### config.mk
export PLATFORM = sky130hd
export DESIGN_NAME = tscs_cursor
export DESIGN_NICKNAME = d
export VERILOG_FILES = /design/src/hw/rtl/tscs_pkg.sv /design/src/hw/rtl/tscs_cursor.sv
export SDC_FILE = /design/constraint.sdc
export NUM_CORES = 1
export LEC_CHECK = 0
export BUFFER_PORTS_ARGS = -buffer_cell sky130_fd_sc_hd__buf_2
export CORE_MARGIN = 3
export CORE_UTILIZATION = 56
export DETAILED_ROUTE_END_ITERATION = 10
export PLACE_DENSITY = 0.91
export SKIP_CTS_REPAIR_TIMING = 1
export SYNTH_ARGS = -nofsm -noshare
export SYNTH_HDL_FRONTEND = slang
export SYNTH_SLANG_ARGS = --single-unit
### constraint.sdc
create_clock -name clk -period 4.9 [get_ports clk]
set_clock_uncertainty 0.15 [all_clocks]
set_input_delay 0.735 -clock clk [delete_from_list [all_inputs] [get_ports clk]]
set_output_delay 0.735 -clock clk [all_outputs]
set_load 0.01 [all_outputs]
### src/hw/rtl/tscs_pkg.sv
// Shared constants, types and codes for the text screen cursor/scroll core.
`default_nettype none
package tscs_pkg;

  localparam int COLUMNS   = 80;
  localparam int ROWS_USED = 24;
  localparam int SCREEN    = COLUMNS * ROWS_USED;
  localparam int MOVE      = SCREEN - COLUMNS;
  localparam int AW        = $clog2(SCREEN);
  localparam int CW        = $clog2(COLUMNS);
  localparam int RW        = $clog2(ROWS_USED + 1);
  localparam int POS_W     = 11;
  localparam int CODE_W    = 9;
  localparam int CELL_W    = 16;

  typedef logic [AW-1:0]     addr_t;
  typedef logic [CW-1:0]     col_t;
  typedef logic [RW-1:0]     row_t;
  typedef logic [POS_W-1:0]  pos_t;
  typedef logic [CODE_W-1:0] code_t;
  typedef logic [CELL_W-1:0] cell_t;

  localparam cell_t ATTR_NORMAL    = 16'h0700;
  localparam cell_t CELL_BLANK     = 16'h0720;
  localparam code_t CODE_NEWLINE   = 9'd10;
  localparam code_t CODE_BACKSPACE = 9'h100;

  localparam logic OP_PUT  = 1'b0;
  localparam logic OP_READ = 1'b1;

  typedef struct packed {
    logic  wr_en;
    addr_t wr_addr;
    cell_t wr_data;
    logic  scroll;
  } put_t;

endpackage
`default_nettype wire

### src/hw/rtl/tscs_cursor.sv
// Cursor position tracking and put-time cell write decode.
`default_nettype none
module tscs_cursor (
  input  wire                  clk,
  input  wire                  rst_n,
  input  wire                  step,
  input  wire tscs_pkg::code_t code,
  output tscs_pkg::put_t       put,
  output tscs_pkg::addr_t      cur
);

  tscs_pkg::addr_t cur_r, cur_nxt;
  tscs_pkg::col_t  col_r, col_nxt;
  tscs_pkg::row_t  row_r, row_nxt;
  logic            is_nl;
  logic            is_bs;

  always_comb begin
    is_nl   = (code == tscs_pkg::CODE_NEWLINE);
    is_bs   = (code == tscs_pkg::CODE_BACKSPACE);
    cur_nxt = cur_r;
    col_nxt = col_r;
    row_nxt = row_r;
    put     = '0;
    if (is_nl) begin
      col_nxt = '0;
      row_nxt = row_r + tscs_pkg::row_t'(1);
      cur_nxt = cur_r + tscs_pkg::addr_t'(tscs_pkg::COLUMNS) - tscs_pkg::addr_t'(col_r);
    end else if (is_bs) begin
      if (cur_r != '0) begin
        cur_nxt = cur_r - tscs_pkg::addr_t'(1);
        if (col_r == '0) begin
          col_nxt = tscs_pkg::col_t'(tscs_pkg::COLUMNS - 1);
          row_nxt = row_r - tscs_pkg::row_t'(1);
        end else begin
          col_nxt = col_r - tscs_pkg::col_t'(1);
        end
      end
      put.wr_en   = 1'b1;
      put.wr_addr = cur_nxt;
      put.wr_data = tscs_pkg::CELL_BLANK;
    end else begin
      put.wr_en   = 1'b1;
      put.wr_addr = cur_r;
      put.wr_data = tscs_pkg::ATTR_NORMAL | tscs_pkg::cell_t'(code[7:0]);
      cur_nxt     = cur_r + tscs_pkg::addr_t'(1);
      if (col_r == tscs_pkg::col_t'(tscs_pkg::COLUMNS - 1)) begin
        col_nxt = '0;
        row_nxt = row_r + tscs_pkg::row_t'(1);
      end else begin
        col_nxt = col_r + tscs_pkg::col_t'(1);
      end
    end
    put.scroll = (row_nxt == tscs_pkg::row_t'(tscs_pkg::ROWS_USED));
    if (put.scroll) begin
      row_nxt = tscs_pkg::row_t'(tscs_pkg::ROWS_USED - 1);
      col_nxt = '0;
      cur_nxt = tscs_pkg::addr_t'(tscs_pkg::MOVE);
    end
  end

  always_ff @(posedge clk) begin
    if (!rst_n) begin
      cur_r <= '0;
      col_r <= '0;
      row_r <= '0;
    end else if (step) begin
      cur_r <= cur_nxt;
      col_r <= col_nxt;
      row_r <= row_nxt;
    end
  end

  assign cur = cur_r;

endmodule
`default_nettype wire

==> results.ini <==
[run_status]
status=complete, no violations

[sta]
tns_ns=0
fin_crit_ns=4.22
fmax_mhz=237
worst_slew_pin_slew_ns=0.734
slew_headroom_pct=50.4
grt_setup_unrepaired=false
maxSlewViolCount=0
final_hold_viol_count=0
finalSetupViolCount=0
min_period_over_period_pct=86.0

[flow_run]
maxCapViolCount=0

[clock_network]
clock_path_buffers=2
cts_sinks=23
cts-root-buf=clkbuf_8
h-tree-depth=1
clk_pin_slew_ns=0.08
clock_latency_ns=0.26
numCtsBuffers=3
cts_tree=yes

[layout]
layout-drive-gt1-share_pct=16.1
num-fill-cells=396
regArea_um2=460
area_growth_syn_to_layout_pct=8.46
final_area_mm2=0.00287
nNetsFinal=431
num_antenna_cells=0
multi_input_area_mm2=0.00193

[synthesis]
ys_seq_area_share_pct=17.4
avgSynthCellArea_um2=7.23
ys_top_cells_by_count=nor2_1 (37), inv_1 (31), ha_1 (26), nand2_1 (26)
synth_top_cell_by_area=dfxtp_1
post_synth_mux_area_share_pct=0.756
synth_adder_area_share_pct=13.0
synth_ff_type=dfxtp_1
ys.warnings.count=0
netlist.area_leader.share_pct=17.4
synth_compound_area_share_pct=23.0
synth_top_family_by_area=simple AND/OR/NAND/NOR gates
syn_area_mm2=0.00265
ys_types=61
synth_area_leaders=dfxtp_1 (17%), ha_1 (12%), xnor2_1 (6.6%)
synth_edf_count=0
syn_inst=366
async_flop_share_pct=0
synthSimpleGateAreaFrac_pct=26.6
ys_seq_elements=23
yosysMostFrequentCell=nor2_1
synth_xor_xnor_area_share_pct=8.93

[critical_path]
path_class=primary input to output pin
reg2reg_from=col_r[1]
cp-startpoint=code[0]
arrival_ns=3.33
rr_endpoint=row_r[3]
reg2reg_depth=12
critical_path.max_fanout=16
rrSetupSlack_ns=1.03
end_kind=output pin
cp.required_ns=4.01
endpoint=put[23]
start_kind=primary input

[place]
dpl.hpwl_um=5390
port_buffers=46
gp_congestion=0.928
dpl_cell_area_mm2=0.00283

[detailed_routing]
ant_nets=0
dr.pass1.iters=5
drt_iter0_drc=291
via_per_inst=6.41
totalWireLength_um=7040
vias=2840
avgRoutedWirePerCell_um=15.9
drc=0

[die]
die-area_mm2=0.00559
io_pins=52
row_count=24
die_h_um=74.8
start_util_pct=59.2
die_w_um=74.8
core_area_mm2=0.00447

[power]
p_leak_uw=0.00124
p_per_area_mw_per_mm2=160
peakVddDrop_uv=129

[grt]
grt_max_degree=26
track_usage_pct=25.6
gr-total-overflow=0
grt_antenna_before_repair=0
grt_pass1_wl_um=11400
grt_pass1_vias=2510

[min_path]
min_path_type=flip-flop to flip-flop

-- worst min path at each step --
stage                     startpoint        to  cells past startpoint  slack [ns]
final                       row_r[4]  row_r[4]                      2        0.39
after floorplan             col_r[1]  col_r[1]                      1        0.34
after global placement      row_r[4]  row_r[4]                      2        0.37
after detailed placement    row_r[4]  row_r[4]                      2        0.38
after CTS                   row_r[4]  row_r[4]                      2        0.40
after global routing        col_r[1]  col_r[1]                      1        0.42
-- per-layer routing --
layer / routed length (um) / share of wire (%) / GRT usage (%)
met1: 2950 / 42 / 32.3
met2: 3410 / 48 / 43.8
met3: 449 / 6.4 / 2.67
met4: 237 / 3.4 / 11.9
met5: 0 / 0 / 0
-- power breakdown --
part / internal (uW) / leakage (uW) / switching (uW)
clock network: 58.1 / 0.0000228 / 61.0
registers: 193 / 0.000187 / 13.5
logic: 57.0 / 0.00103 / 77.2
total: 308 / 0.00124 / 152
-- flip-flops by register name (all words and copies together) (netlist names) --
name	flops
cur	11
col_r	7
row_r	5
-- critical path: stages --
cell and delay, ns:
buf_2 0.10, or4_1 0.62, nor3_4 0.18, buf_4 0.22, and2_1 0.29, nand2_1 0.13
nor3_1 0.42, nand2_1 0.15, nor2_1 0.14, xnor2_1 0.13, nor2_1 0.05, buf_2 0.16
-- placed cells by master, fill, tap and decap left out, types with 4 or more instances in the layout --
cell type and n:
nand3_1 12, a21oi_1 21, nor2_1 37, and3_1 4, nand4_1 4, and2_1 5, nor4_1 6, a211oi_1 4
ha_1 26, xor2_1 7, conb_1 5, a32o_1 4, nand2b_1 4, o21ai_0 20, inv_1 31, xnor2_1 20
dfxtp_1 23, nor3_1 15, nand2_1 26, buf_2 46
-- cell families after synthesis --
kind of cell | Yosys count
AO/OA/AOI/OAI | 89
XOR/XNOR | 27
multiplexers | 2
AND/OR/NAND/NOR | 134
buffers and inverters | 63
adder cells (fa/ha/maj) | 27
flip-flops | 23
other | 1
-- metrics by stage --
stage / utilization, % / cells / worst slack, ns / total power [uW] / hold slack [ns]
global placement: 63.2 / 439 / 0.801 / 337 / 0.371
global route: 64.2 / 443 / 0.538 / 489 / 0.425
floorplan: - / 370 / 0.830 / 306 / 0.344
detailed placement: 63.2 / 439 / 0.719 / 341 / 0.383
finish: 64.2 / 443 / 0.684 / 460 / 0.391
CTS: 64.2 / 443 / 0.732 / 460 / 0.402
-- area by class of cell --
class,instances,area share (%)
timing repair buffer,49,8.80
multi-input combinational,284,67.3
inverter,31,4.05
tap,52,2.27
clock buffer,4,1.57
sequential,23,16.0
Note: power is estimated with default switching activity, not from simulation.
